--- src/design/sha1mh_pkg.sv ---
// Shared types, constants and helper functions for the SHA-1 message hasher.
`default_nettype none

package sha1mh_pkg;

    localparam int WORD_W    = 32;
    localparam int BLK_WORDS = 16;
    localparam int BLK_AW    = 4;
    localparam int CHAIN_N   = 5;
    localparam int CHAIN_AW  = 3;
    localparam int LEN_W     = 61;
    localparam int ROUNDS    = 80;

    localparam logic [7:0]          PAD_BYTE  = 8'h80;
    localparam logic [CHAIN_AW-1:0] LAST_WORD = 3'(CHAIN_N - 1);

    typedef struct packed {
        logic [7:0] msg_byte;
        logic       byte_present;
        logic       end_of_message;
    } in_item_t;

    typedef struct packed {
        logic [WORD_W-1:0] digest_word;
        logic [2:0]        word_number;
        logic              final_word;
    } out_item_t;

    typedef logic [CHAIN_N-1:0][WORD_W-1:0] rvars_t;

    typedef enum logic [1:0] {
        RS_CHOOSE = 2'd0,
        RS_PAR_LO = 2'd1,
        RS_MAJ    = 2'd2,
        RS_PAR_HI = 2'd3
    } rstage_t;

    typedef struct packed {
        logic    en;
        logic    early;
        rstage_t stage;
    } rnd_ctl_t;

    function automatic logic [WORD_W-1:0] init_word(input logic [CHAIN_AW-1:0] idx);
        logic [WORD_W-1:0] v;
        case (idx)
            3'd0:    v = 32'h67452301;
            3'd1:    v = 32'hEFCDAB89;
            3'd2:    v = 32'h98BADCFE;
            3'd3:    v = 32'h10325476;
            3'd4:    v = 32'hC3D2E1F0;
            default: v = '0;
        endcase
        return v;
    endfunction

    function automatic logic [WORD_W-1:0] round_const(input rstage_t st);
        logic [WORD_W-1:0] k;
        case (st)
            RS_CHOOSE: k = 32'h5A827999;
            RS_PAR_LO: k = 32'h6ED9EBA1;
            RS_MAJ:    k = 32'h8F1BBCDC;
            RS_PAR_HI: k = 32'hCA62C1D6;
            default:   k = '0;
        endcase
        return k;
    endfunction

endpackage

`default_nettype wire

--- src/design/sha1mh_block_mem.sv ---
// Block buffer: 16 x 32-bit message words, one write and one registered read port.
`default_nettype none

module sha1mh_block_mem (
    input  wire logic                              clk,
    input  wire logic                              we,
    input  wire logic [sha1mh_pkg::BLK_AW-1:0]     wa,
    input  wire logic [sha1mh_pkg::WORD_W-1:0]     wd,
    input  wire logic [sha1mh_pkg::BLK_AW-1:0]     ra,
    output logic      [sha1mh_pkg::WORD_W-1:0]     rd
);
    import sha1mh_pkg::*;

    logic [WORD_W-1:0] mem [BLK_WORDS];

    always_ff @(posedge clk)
    begin
        if (we)
        begin
            mem[wa] <= wd;
        end
        rd <= mem[ra];
    end

endmodule

`default_nettype wire

--- src/design/sha1mh_chain_mem.sv ---
// Chaining-word store: 5 x 32-bit memory that reads as the initial vector until rewritten.
`default_nettype none

module sha1mh_chain_mem (
    input  wire logic                              clk,
    input  wire logic                              rst_n,
    input  wire logic                              we,
    input  wire logic [sha1mh_pkg::CHAIN_AW-1:0]   wa,
    input  wire logic [sha1mh_pkg::WORD_W-1:0]     wd,
    input  wire logic [sha1mh_pkg::CHAIN_AW-1:0]   ra,
    input  wire logic                              iv_set,
    input  wire logic                              iv_clr,
    output logic      [sha1mh_pkg::WORD_W-1:0]     rd
);
    import sha1mh_pkg::*;

    logic [WORD_W-1:0] mem [CHAIN_N];
    logic              iv_reg;

    // iv_reg high: contents are stale, reads return the initial vector
    always_ff @(posedge clk or negedge rst_n)
    begin
        if (!rst_n)
        begin
            iv_reg <= 1'b1;
        end
        else if (iv_set)
        begin
            iv_reg <= 1'b1;
        end
        else if (iv_clr)
        begin
            iv_reg <= 1'b0;
        end
    end

    always_ff @(posedge clk)
    begin
        if (we)
        begin
            mem[wa] <= wd;
        end
        rd <= iv_reg ? init_word(ra) : mem[ra];
    end

endmodule

`default_nettype wire

--- src/design/sha1mh_round.sv ---
// One SHA-1 round per cycle with the 16-word message schedule shift line.
`default_nettype none

module sha1mh_round (
    input  wire logic                              clk,
    input  wire sha1mh_pkg::rnd_ctl_t              ctl,
    input  wire logic [sha1mh_pkg::WORD_W-1:0]     blk_word,
    input  wire sha1mh_pkg::rvars_t                vars_in,
    output sha1mh_pkg::rvars_t                     vars_out
);
    import sha1mh_pkg::*;

    logic [WORD_W-1:0] sw_reg [BLK_WORDS];
    logic [WORD_W-1:0] mix;
    logic [WORD_W-1:0] w;
    logic [WORD_W-1:0] f;
    logic [WORD_W-1:0] a, b, c, d, e;

    always_comb
    begin
        a   = vars_in[0];
        b   = vars_in[1];
        c   = vars_in[2];
        d   = vars_in[3];
        e   = vars_in[4];
        mix = sw_reg[13] ^ sw_reg[8] ^ sw_reg[2] ^ sw_reg[0];
        w   = ctl.early ? blk_word : {mix[30:0], mix[31]};
        case (ctl.stage)
            RS_CHOOSE: f = (b & c) | (~b & d);
            RS_MAJ:    f = (b & c) | (b & d) | (c & d);
            default:   f = b ^ c ^ d;
        endcase
        vars_out[0] = {a[26:0], a[31:27]} + f + e + round_const(ctl.stage) + w;
        vars_out[1] = a;
        vars_out[2] = {b[1:0], b[31:2]};
        vars_out[3] = c;
        vars_out[4] = d;
    end

    always_ff @(posedge clk)
    begin
        if (ctl.en)
        begin
            for (int i = 0; i < BLK_WORDS - 1; i++)
            begin
                sw_reg[i] <= sw_reg[i + 1];
            end
            sw_reg[BLK_WORDS - 1] <= w;
        end
    end

endmodule

`default_nettype wire

--- src/design/sha1_message_hasher.sv ---
// SHA-1 message hasher top level: byte gathering, padding, compression sequencer, digest output.
//
//   channel | direction | handshake               | payload
//   in      | input     | in_valid / in_ready     | in_data  (msg_byte, byte_present, end_of_message)
//   out     | output    | out_valid / out_ready   | out_data (digest_word, word_number, final_word)
//
// A byte that does not complete a block is taken with no further work. A byte completing a
// 64-byte block starts a compression: chaining-word load, 80 rounds, chaining-word writeback;
// load and writeback use the single chain-memory port; the datapath does one round per cycle.
// An end transaction writes up to 16 padding words per block, runs one or two compressions, then
// emits five digest words, each read (DREAD) and then shown (DSHOW), waiting on any output stall.
// Reset needs no clearing pass: the chain store reads as the initial vector until written.
`default_nettype none

module sha1_message_hasher (
    input  wire logic                  clk,
    input  wire logic                  rst_n,
    input  wire logic                  in_valid,
    output logic                       in_ready,
    input  wire sha1mh_pkg::in_item_t  in_data,
    output logic                       out_valid,
    input  wire logic                  out_ready,
    output sha1mh_pkg::out_item_t      out_data
);
    import sha1mh_pkg::*;

    typedef enum logic [7:0] {
        ST_IDLE    = 8'b0000_0001,
        ST_LOAD    = 8'b0000_0010,
        ST_ROUND   = 8'b0000_0100,
        ST_WB      = 8'b0000_1000,
        ST_PADHEAD = 8'b0001_0000,
        ST_PADZERO = 8'b0010_0000,
        ST_DREAD   = 8'b0100_0000,
        ST_DSHOW   = 8'b1000_0000
    } state_t;

    localparam logic [CHAIN_AW-1:0] STEP_LAST = 3'(CHAIN_N);
    localparam logic [6:0]          RND_LAST  = 7'(ROUNDS - 1);
    localparam logic [6:0]          RND_EARLY = 7'(BLK_WORDS);
    localparam logic [BLK_AW-1:0]   LEN_HI_W  = 4'(BLK_WORDS - 2);
    localparam logic [BLK_AW-1:0]   LEN_LO_W  = 4'(BLK_WORDS - 1);

    state_t              state_reg;
    logic [CHAIN_AW-1:0] step_reg;
    logic [6:0]          rnd_reg;
    logic [BLK_AW:0]     pw_reg;
    logic [CHAIN_AW-1:0] oi_reg;
    logic [LEN_W-1:0]    len_reg;
    logic                pend_end_reg;
    logic                pad_active_reg;
    logic                final_pass_reg;
    logic                out_valid_reg;
    logic [WORD_W-1:0]   acc_reg;
    rvars_t              rv_reg;
    out_item_t           out_data_reg;

    logic                accept;
    logic [5:0]          fill;
    logic [1:0]          bpos;
    logic [BLK_AW-1:0]   wi;
    logic [4:0]          bsh;
    logic [WORD_W-1:0]   acc_next;
    logic [WORD_W-1:0]   pad_word;
    logic [63:0]         len_bits;
    logic [CHAIN_AW-1:0] step_prev;

    logic                bw_en;
    logic [BLK_AW-1:0]   bw_addr;
    logic [WORD_W-1:0]   bw_data;
    logic [BLK_AW-1:0]   br_addr;
    logic [WORD_W-1:0]   blk_q;

    logic                ch_we;
    logic [CHAIN_AW-1:0] ch_ra;
    logic [WORD_W-1:0]   ch_wd;
    logic [WORD_W-1:0]   ch_q;
    logic                iv_set;
    logic                iv_clr;

    rnd_ctl_t            rctl;
    rvars_t              rv_new;

    always_comb
    begin
        in_ready  = (state_reg == ST_IDLE);
        accept    = in_valid && in_ready;
        fill      = len_reg[5:0];
        bpos      = fill[1:0];
        wi        = fill[5:2];
        bsh       = {~bpos, 3'b000};
        acc_next  = (acc_reg & ~(32'h0000_00FF << bsh)) | ({24'h0, in_data.msg_byte} << bsh);
        pad_word  = (acc_reg & ~(32'hFFFF_FFFF >> {bpos, 3'b000}))
                  | ({PAD_BYTE, 24'h0} >> {bpos, 3'b000});
        len_bits  = {len_reg, 3'b000};
        step_prev = step_reg - 3'd1;

        bw_en   = 1'b0;
        bw_addr = wi;
        bw_data = acc_next;
        case (state_reg)
            ST_IDLE:
            begin
                bw_en = accept && in_data.byte_present && (bpos == 2'd3);
            end
            ST_PADHEAD:
            begin
                bw_en   = 1'b1;
                bw_data = pad_word;
            end
            ST_PADZERO:
            begin
                bw_en   = !pw_reg[BLK_AW];
                bw_addr = pw_reg[BLK_AW-1:0];
                bw_data = '0;
                if (final_pass_reg && pw_reg[BLK_AW-1:0] == LEN_HI_W)
                begin
                    bw_data = len_bits[63:32];
                end
                else if (final_pass_reg && pw_reg[BLK_AW-1:0] == LEN_LO_W)
                begin
                    bw_data = len_bits[31:0];
                end
            end
            default:
            begin
                bw_en = 1'b0;
            end
        endcase

        br_addr = (state_reg == ST_ROUND) ? (rnd_reg[BLK_AW-1:0] + 4'd1) : '0;

        ch_ra = '0;
        if (state_reg == ST_DREAD)
        begin
            ch_ra = oi_reg;
        end
        else if (step_reg != STEP_LAST)
        begin
            ch_ra = step_reg;
        end
        ch_we  = (state_reg == ST_WB) && (step_reg != '0);
        ch_wd  = ch_q + rv_reg[step_prev];
        iv_clr = (state_reg == ST_WB) && (step_reg == STEP_LAST);
        iv_set = (state_reg == ST_DSHOW) && (oi_reg == LAST_WORD);

        rctl.en    = (state_reg == ST_ROUND);
        rctl.early = (rnd_reg < RND_EARLY);
        if (rnd_reg < 7'd20)
        begin
            rctl.stage = RS_CHOOSE;
        end
        else if (rnd_reg < 7'd40)
        begin
            rctl.stage = RS_PAR_LO;
        end
        else if (rnd_reg < 7'd60)
        begin
            rctl.stage = RS_MAJ;
        end
        else
        begin
            rctl.stage = RS_PAR_HI;
        end
    end

    sha1mh_block_mem u_block_mem (
        .clk (clk),
        .we  (bw_en),
        .wa  (bw_addr),
        .wd  (bw_data),
        .ra  (br_addr),
        .rd  (blk_q)
    );

    sha1mh_chain_mem u_chain_mem (
        .clk    (clk),
        .rst_n  (rst_n),
        .we     (ch_we),
        .wa     (step_prev),
        .wd     (ch_wd),
        .ra     (ch_ra),
        .iv_set (iv_set),
        .iv_clr (iv_clr),
        .rd     (ch_q)
    );

    sha1mh_round u_round (
        .clk      (clk),
        .ctl      (rctl),
        .blk_word (blk_q),
        .vars_in  (rv_reg),
        .vars_out (rv_new)
    );

    always_ff @(posedge clk or negedge rst_n)
    begin
        if (!rst_n)
        begin
            state_reg      <= ST_IDLE;
            step_reg       <= '0;
            rnd_reg        <= '0;
            pw_reg         <= '0;
            oi_reg         <= '0;
            len_reg        <= '0;
            pend_end_reg   <= 1'b0;
            pad_active_reg <= 1'b0;
            final_pass_reg <= 1'b0;
            out_valid_reg  <= 1'b0;
        end
        else
        begin
            if (state_reg == ST_DSHOW)
            begin
                out_valid_reg <= 1'b1;
            end
            else if (out_ready)
            begin
                out_valid_reg <= 1'b0;
            end

            case (state_reg)
                ST_IDLE:
                begin
                    if (accept)
                    begin
                        if (in_data.byte_present)
                        begin
                            len_reg <= len_reg + 61'd1;
                        end
                        if (in_data.byte_present && fill == 6'd63)
                        begin
                            state_reg    <= ST_LOAD;
                            step_reg     <= '0;
                            pend_end_reg <= in_data.end_of_message;
                        end
                        else if (in_data.end_of_message)
                        begin
                            state_reg <= ST_PADHEAD;
                        end
                    end
                end
                ST_LOAD:
                begin
                    step_reg <= step_reg + 3'd1;
                    if (step_reg == STEP_LAST)
                    begin
                        state_reg <= ST_ROUND;
                        rnd_reg   <= '0;
                    end
                end
                ST_ROUND:
                begin
                    rnd_reg <= rnd_reg + 7'd1;
                    if (rnd_reg == RND_LAST)
                    begin
                        state_reg <= ST_WB;
                        step_reg  <= '0;
                    end
                end
                ST_WB:
                begin
                    step_reg <= step_reg + 3'd1;
                    if (step_reg == STEP_LAST)
                    begin
                        if (pad_active_reg && final_pass_reg)
                        begin
                            state_reg <= ST_DREAD;
                            oi_reg    <= '0;
                        end
                        else if (pad_active_reg)
                        begin
                            state_reg      <= ST_PADZERO;
                            pw_reg         <= '0;
                            final_pass_reg <= 1'b1;
                        end
                        else if (pend_end_reg)
                        begin
                            state_reg    <= ST_PADHEAD;
                            pend_end_reg <= 1'b0;
                        end
                        else
                        begin
                            state_reg <= ST_IDLE;
                        end
                    end
                end
                ST_PADHEAD:
                begin
                    pad_active_reg <= 1'b1;
                    pend_end_reg   <= 1'b0;
                    pw_reg         <= {1'b0, wi} + 5'd1;
                    final_pass_reg <= (wi < LEN_HI_W);
                    state_reg      <= ST_PADZERO;
                end
                ST_PADZERO:
                begin
                    if (pw_reg[BLK_AW])
                    begin
                        state_reg <= ST_LOAD;
                        step_reg  <= '0;
                    end
                    else
                    begin
                        pw_reg <= pw_reg + 5'd1;
                    end
                end
                ST_DREAD:
                begin
                    if (!out_valid_reg || out_ready)
                    begin
                        state_reg <= ST_DSHOW;
                    end
                end
                ST_DSHOW:
                begin
                    if (oi_reg == LAST_WORD)
                    begin
                        state_reg      <= ST_IDLE;
                        len_reg        <= '0;
                        pad_active_reg <= 1'b0;
                        final_pass_reg <= 1'b0;
                    end
                    else
                    begin
                        oi_reg    <= oi_reg + 3'd1;
                        state_reg <= ST_DREAD;
                    end
                end
                default:
                begin
                    state_reg <= ST_IDLE;
                end
            endcase
        end
    end

    always_ff @(posedge clk)
    begin
        if (accept && in_data.byte_present)
        begin
            acc_reg <= acc_next;
        end
        if (state_reg == ST_LOAD && step_reg != '0)
        begin
            rv_reg[step_prev] <= ch_q;
        end
        else if (state_reg == ST_ROUND)
        begin
            rv_reg <= rv_new;
        end
        if (state_reg == ST_DSHOW)
        begin
            out_data_reg.digest_word <= ch_q;
            out_data_reg.word_number <= oi_reg;
            out_data_reg.final_word  <= (oi_reg == LAST_WORD);
        end
    end

    assign out_valid = out_valid_reg;
    assign out_data  = out_data_reg;

    a_round_range: assert property (@(posedge clk) disable iff (!rst_n)
        (state_reg == ST_ROUND) |-> (rnd_reg <= RND_LAST))
        else $error("round counter out of range");

    a_restart: assert property (@(posedge clk) disable iff (!rst_n)
        (state_reg == ST_DSHOW && oi_reg == LAST_WORD) |=> (len_reg == '0 && state_reg == ST_IDLE))
        else $error("hasher did not restart after last digest word");

    a_pad_flag: assert property (@(posedge clk) disable iff (!rst_n)
        (state_reg == ST_PADZERO || state_reg == ST_DREAD) |-> pad_active_reg)
        else $error("padding or digest without active end of message");

    a_show_free: assert property (@(posedge clk) disable iff (!rst_n)
        (state_reg == ST_DSHOW) |-> !out_valid_reg)
        else $error("digest word would overwrite a pending transaction");

endmodule

`default_nettype wire

--- config.mk ---
export PLATFORM = sky130hd
export DESIGN_NAME = sha1_message_hasher
export DESIGN_NICKNAME = d
export VERILOG_FILES = /design/src/design/sha1mh_pkg.sv /design/src/design/sha1mh_block_mem.sv /design/src/design/sha1mh_chain_mem.sv /design/src/design/sha1mh_round.sv /design/src/design/sha1_message_hasher.sv
export SDC_FILE = /design/constraint.sdc
export NUM_CORES = 2
export LEC_CHECK = 0
export BUFFER_PORTS_ARGS = -buffer_cell sky130_fd_sc_hd__buf_2
export CAP_MARGIN = 20
export CELL_PAD_IN_SITES_DETAIL_PLACEMENT = 0
export CELL_PAD_IN_SITES_GLOBAL_PLACEMENT = 1
export CORE_MARGIN = 2
export CORE_UTILIZATION = 49
export DETAILED_ROUTE_END_ITERATION = 10
export GPL_TIMING_DRIVEN = 1
export PLACE_DENSITY_LB_ADDON = 0.1
export SETUP_SLACK_MARGIN = 0.2
export SLEW_MARGIN = 20
export SYNTH_ARGS = -nofsm -noshare
export SYNTH_HDL_FRONTEND = slang
export SYNTH_HIERARCHICAL = 1
export SYNTH_SLANG_ARGS = --single-unit
--- constraint.sdc ---
create_clock -name clk -period 7.7 [get_ports clk]
set_input_delay 1.54 -clock clk [delete_from_list [all_inputs] [get_ports clk]]
set_output_delay 1.54 -clock clk [all_outputs]
set_load 0.1 [all_outputs]
* Yosys cells after proc, flatten, opt, wreduce, memory -nomap -nowiden
Memories as Yosys holds them, arrays and structs flattened. A register that Yosys moved wholly into a read port is not among the register bits.
Cells that the tools add are included.
** Operators by class
- Add/sub/neg operators :: 13
- $lt $le $gt $ge :: 7
- Equality and inequality tests :: 39
- Shift-type cells :: 4
- Muxes and demuxes :: 78
- Bitwise operators :: 20
- Reductions and logical operators :: 40
** Operators by type and width (count)
- 2-to-1 mux 160 bit :: 2
- AND 32 bit :: 6
- 2-to-1 mux 32 bit :: 6
- 2-to-1 mux 61 bit :: 3
- adder 32 bit :: 5
- bitwise mux 160 bit :: 1
- OR 32 bit :: 5
- one-hot mux 32 bit (5 select lines) :: 1
- XOR 32 bit :: 5
- one-hot mux 32 bit (2 select lines) :: 2
- one-hot mux 32 bit (4 select lines) :: 1
- one-hot mux 61 bit (2 select lines) :: 1
- binary-select mux 32 bit (select 3 bit) :: 1
- demux 32 bit (select 3 bit) :: 1
- inverter 32 bit :: 3
- 2-to-1 mux 8 bit :: 8
- one-hot mux 8 bit (8 select lines) :: 1
- right shift 32 x 5 -> 32 bit (first input constant) :: 2
- adder 61 x 1 -> 61 bit (second input constant) :: 1
- left shift 8 x 5 -> 32 bit :: 1
- left shift 8 x 5 -> 32 bit (first input constant) :: 1
- 2-to-1 mux 3 bit :: 9
- 2-to-1 mux 5 bit :: 5
- 2-to-1 mux 7 bit :: 3
- other kinds (56) :: 127
** Storage, ports and cells
- Register bits :: 352
- RAM bits :: 1184
- Bits of input ports :: 14
- Logic and storage cells :: 226
- Memories :: 3
** Memory list
- u_block_mem.mem :: words 16, bits a word 32, rd ports 1, clocked after memory_dff 1, write ports 1, line sha1mh_block_mem.sv:14 : logic [WORD_W-1:0] mem [BLK_WORDS];
- u_round.sw_reg :: words 16, bits a word 32, rd ports 16, clocked after memory_dff 0, write ports 16, line sha1mh_round.sv:13 : logic [WORD_W-1:0] sw_reg [BLK_WORDS];
- u_chain_mem.mem :: words 5, bits a word 32, rd ports 1, clocked after memory_dff 0, write ports 1, line sha1mh_chain_mem.sv:17 : logic [WORD_W-1:0] mem [CHAIN_N];

* Depth between registers and ports, before layout
- Depth after elaboration :: 12
- Mapped depth :: 25

* Modules after synthesis
Netlist, hierarchy kept.
** By module, submodules not included
- sha1mh_round :: instances 1, cells each 1632, area an instance 23732.8 um^2, seq. area each 15374.7 um^2
- sha1mh_block_mem :: instances 1, cells each 838, area an instance 19854.0 um^2, seq. area each 16015.4 um^2
- sha1_message_hasher :: instances 1, cells each 1817, area an instance 18355.1 um^2, seq. area each 9125.0 um^2
- sha1mh_chain_mem :: instances 1, cells each 336, area an instance 6882.9 um^2, seq. area each 5471.5 um^2

* Least setup slack after synthesis
OpenSTA, ideal clock, no wires.
- Path type :: reg-to-reg
- Start :: register state_reg[3]
- End :: register u_block_mem/rd[10] (netlist bit), read port of u_block_mem.mem
- Library setup time :: 0.120 ns
- Data arrival time :: 8.383 ns
- Path slack :: -0.803 ns
- Stages on the path, launching flop included :: 10
- Buffers on the path :: 2
- Cell sequence :: dfrtp_1 -> nor4_4 -> nand3_1 -> inv_2 -> and2_1 -> buf_2 -> buf_1 -> mux4_2 -> a22oi_1 -> nand2_1
** RTL lines
- from (decl) :: line sha1_message_hasher.sv:44 : state_t state_reg;
- from (signal assigned) :: line sha1_message_hasher.sv:200 : state_reg <= ST_IDLE;
- from (signal assigned) :: line sha1_message_hasher.sv:233 : state_reg <= ST_LOAD;
- from (signal assigned) :: line sha1_message_hasher.sv:239 : state_reg <= ST_PADHEAD;
- to (decl) :: line sha1mh_block_mem.sv:10 : output logic [sha1mh_pkg::WORD_W-1:0] rd

==> metrics.csv <==
metric;value;unit
outcome;complete, no violations;
Clk Latency, worst-skew pair;0.83;ns
DR vias;38300;
GRT overflow;0;
Port-buffer cells;51;
commonest non-fill, non-tap cells in the layout;edfxtp_1 (1412), nand2_1 (451), inv_1 (363);
leakage power;26.7;nW
Setup Viol. Count Final;0;
Top Ports;52;
PwrDens;359;nW/µm²
VDD IR-drop max;360;µV
CP Data Required Time;8.25;ns
antenna-violating nets left;0;
vias per cell;5.81;
max-cap viol count;0;
TritonCTS sink count;1568;
Multi-input gate area;19800;µm²
layout net count;4794;
Final GP Congestion;0.857;
worst min path class;reg -> reg;
CP Max Fanout;19;
post-synth net total;4845;
startpoint class of the critical path;flip-flop;
Worst-path clk slew;0.06;ns
CTS tree;built;
CTS HTree Levels;4;
commonest non-fill, non-tap cell in the layout;edfxtp_1;
CTS buffer count;164;
reg2reg path depth;22;
final hold viol count;0;
Worst EP arrival;6.81;ns
complex-gate fraction of the synthesized area;8.44;%
final wirelength;171000;µm
Worst Max-Slew Pin Slew;1.15;ns
RSZ-0062 raised after global routing;false;
Synth Area in Simple Gates;6.36;%
adder-cell area share of the yosys netlist;5.12;%
Synth Flop Type;edfxtp_1;
Iter 0 DRT Violations;3844;
Hold Crit Depth;0;
Die Wd;379;µm
critical path endpoint category;flip-flop;
DRC;0;
Layout fillers;11400;
final core occ;54.4;%
FFs w/ async S/R, synth;5.87;%
Core ar.;140000;µm²
synthesis-stage register bit count;1568;
Synth Cell Area;68800;µm²
Post-Synth XOR/XNOR Area;2.67;%
first-pass GRT wire length;252000;µm
die area;143000;µm²
drt first pass iters;5;
main combinational cell family by area after synthesis;compound AO/OA/AOI/OAI gates;
largest net degree at the start of global routing;203;
Yosys cell types;107;
clk buf depth;3;
Rows;137;
vias in the first global route;37500;
Setup Crit Path Kind;reg -> reg;
Tcrit/Tclk final;81.4;%
register area;46000;µm²
Final Critical Period;6.27;ns
Final Slew Violations;0;
Avg Cell Area, Syn;14.9;µm²
WL/cell;25.9;µm
Post-DP HPWL;108000;µm
setup TNS;0;ns
hold_buf cts;0;
root buffer cell;clkbuf_16;
Rel. slew slack;23.0;%
YS warnings;6;
Post-CTS Setup Inserts;0;
Layout area overhead;10.3;%
Post-synth EDFFs;1412;
Cells after Synth;4623;
fmax;0.160;GHz
number of antenna violations at the first check in global routing;3;
multiplexer share of the synthesized area;5.76;%
Initial Util;49.3;%
clk_skew;0.0441;ns
post-synthesis sequential area ratio;66.8;%
chip height;379;µm
Tot GR Track Use;24.0;%
layout cell share with drive strength beyond 1;13.6;%
PostCTS Resize Cnt;0;
## metal layers
layer  global-route usage, %  vias to the layer above  part of all wire [%]
li1                        -                    17000                     -
met1                    37.2                    19800                    47
met2                    35.4                     1254                    44
met3                    4.29                      191                   6.8
met4                    5.48                        0                   1.8
met5                       0                        -                     0
## Yosys cell counts (all sizes together) (12+ instances only)
master	number	share of area (%)
a211oi	19	0.22
a21o	22	0.25
a21oi	126	0.94
a221o	23	0.33
a221oi	12	0.15
a22o	133	1.7
a22oi	74	0.81
a32oi	15	0.19
and2	17	0.16
and3	48	0.44
buf	216	2.2
clkbuf	121	0.67
dfrtp	90	3.3
dfxtp	64	1.9
edfxtp	1412	62
fa	121	3.5
ha	87	1.6
inv	368	2.0
mux2	17	0.28
mux2i	38	0.55
mux4	150	4.9
nand2	451	2.5
nand2b	14	0.13
nand3	70	0.52
nand4	32	0.33
nor2	144	0.79
nor2b	28	0.25
nor3	36	0.35
nor4	13	0.23
o211ai	17	0.19
o21a	30	0.33
o21ai	191	1.4
o221ai	29	0.37
o31ai	36	0.39
xnor2	161	2.0
xor2	49	0.62
## logic make-up (layout without fill, tap and decap cells)
kind of cell	count (synthesis)	in the layout
DFF	1568	1568
AOI/OAI and AO/OA	814	814
muxes	205	205
and+or+nand+nor	911	911
other	0	1
xor gates and xnor gates	210	210
adders and majority gates	209	209
buffers and inverters	706	791
## area by class of cell
| class | count | area share (%) |
|---|---|---|
| sequential | 1568 | 60.6 |
| antenna | 1 | 0.00330 |
| clock buffer | 214 | 5.84 |
| timing repair buffer | 120 | 1.15 |
| inverter | 369 | 1.85 |
| tap | 1876 | 3.09 |
| multi-input combinational | 2349 | 26.1 |
| clock inverter | 88 | 1.42 |
## through the flow
| step | setup WS (ns) | instance area (µm²) | cells | hold slack, ns | total power, mW |
|---|---|---|---|---|---|
| floorplan | 1.55 | 68800 | 4623 | 0.400 | 16.6 |
| global placement | 1.59 | 70300 | 6280 | 0.400 | 19.2 |
| detailed placement | 1.48 | 70400 | 6281 | 0.405 | 19.3 |
| CTS | 1.44 | 75900 | 6583 | 0.400 | 27.3 |
| global route | 0.979 | 75900 | 6584 | 0.406 | 28.5 |
| finish | 1.43 | 75900 | 6585 | 0.400 | 27.2 |
## power by group
| group | internal (mW) | switching, mW |
|---|---|---|
| Clock | 4.62 | 3.40 |
| Combinational | 2.52 | 5.23 |
| Sequential | 10.9 | 0.562 |
## critical path, stage by stage, from the launching register on
cell	delay (ns)
dfrtp_1	0.44
inv_1	0.11
maj3_1	0.35
a221o_1	0.41
inv_1	0.12
ha_1	0.28
or2_2	0.52
o22ai_1	0.13
a21oi_1	0.21
fa_1	0.46
fa_1	0.47
inv_1	0.07
ha_1	0.16
inv_1	0.07
fa_1	0.45
nand2b_1	0.19
a21oi_2	0.18
o211ai_1	0.17
o21ai_2	0.28
a211oi_2	0.18
o311ai_0	0.35
o311ai_1	0.15
a22o_1	0.23
## worst paths after layout
path                                      startpoint              endpoint  slack (ns)
worst max-delay path                      rnd_reg[5]            rv_reg[29]        1.43
worst min-delay path            u_round/sw_reg[1][1]  u_round/sw_reg[0][1]        0.40
worst max register to register            rnd_reg[5]            rv_reg[29]        1.43
worst min register to register  u_round/sw_reg[1][1]  u_round/sw_reg[0][1]        0.40
max in group asynchronous                      rst_n           step_reg[0]        5.77
min in group asynchronous                      rst_n           len_reg[39]        0.69
Power figures use the tool's default switching activity.
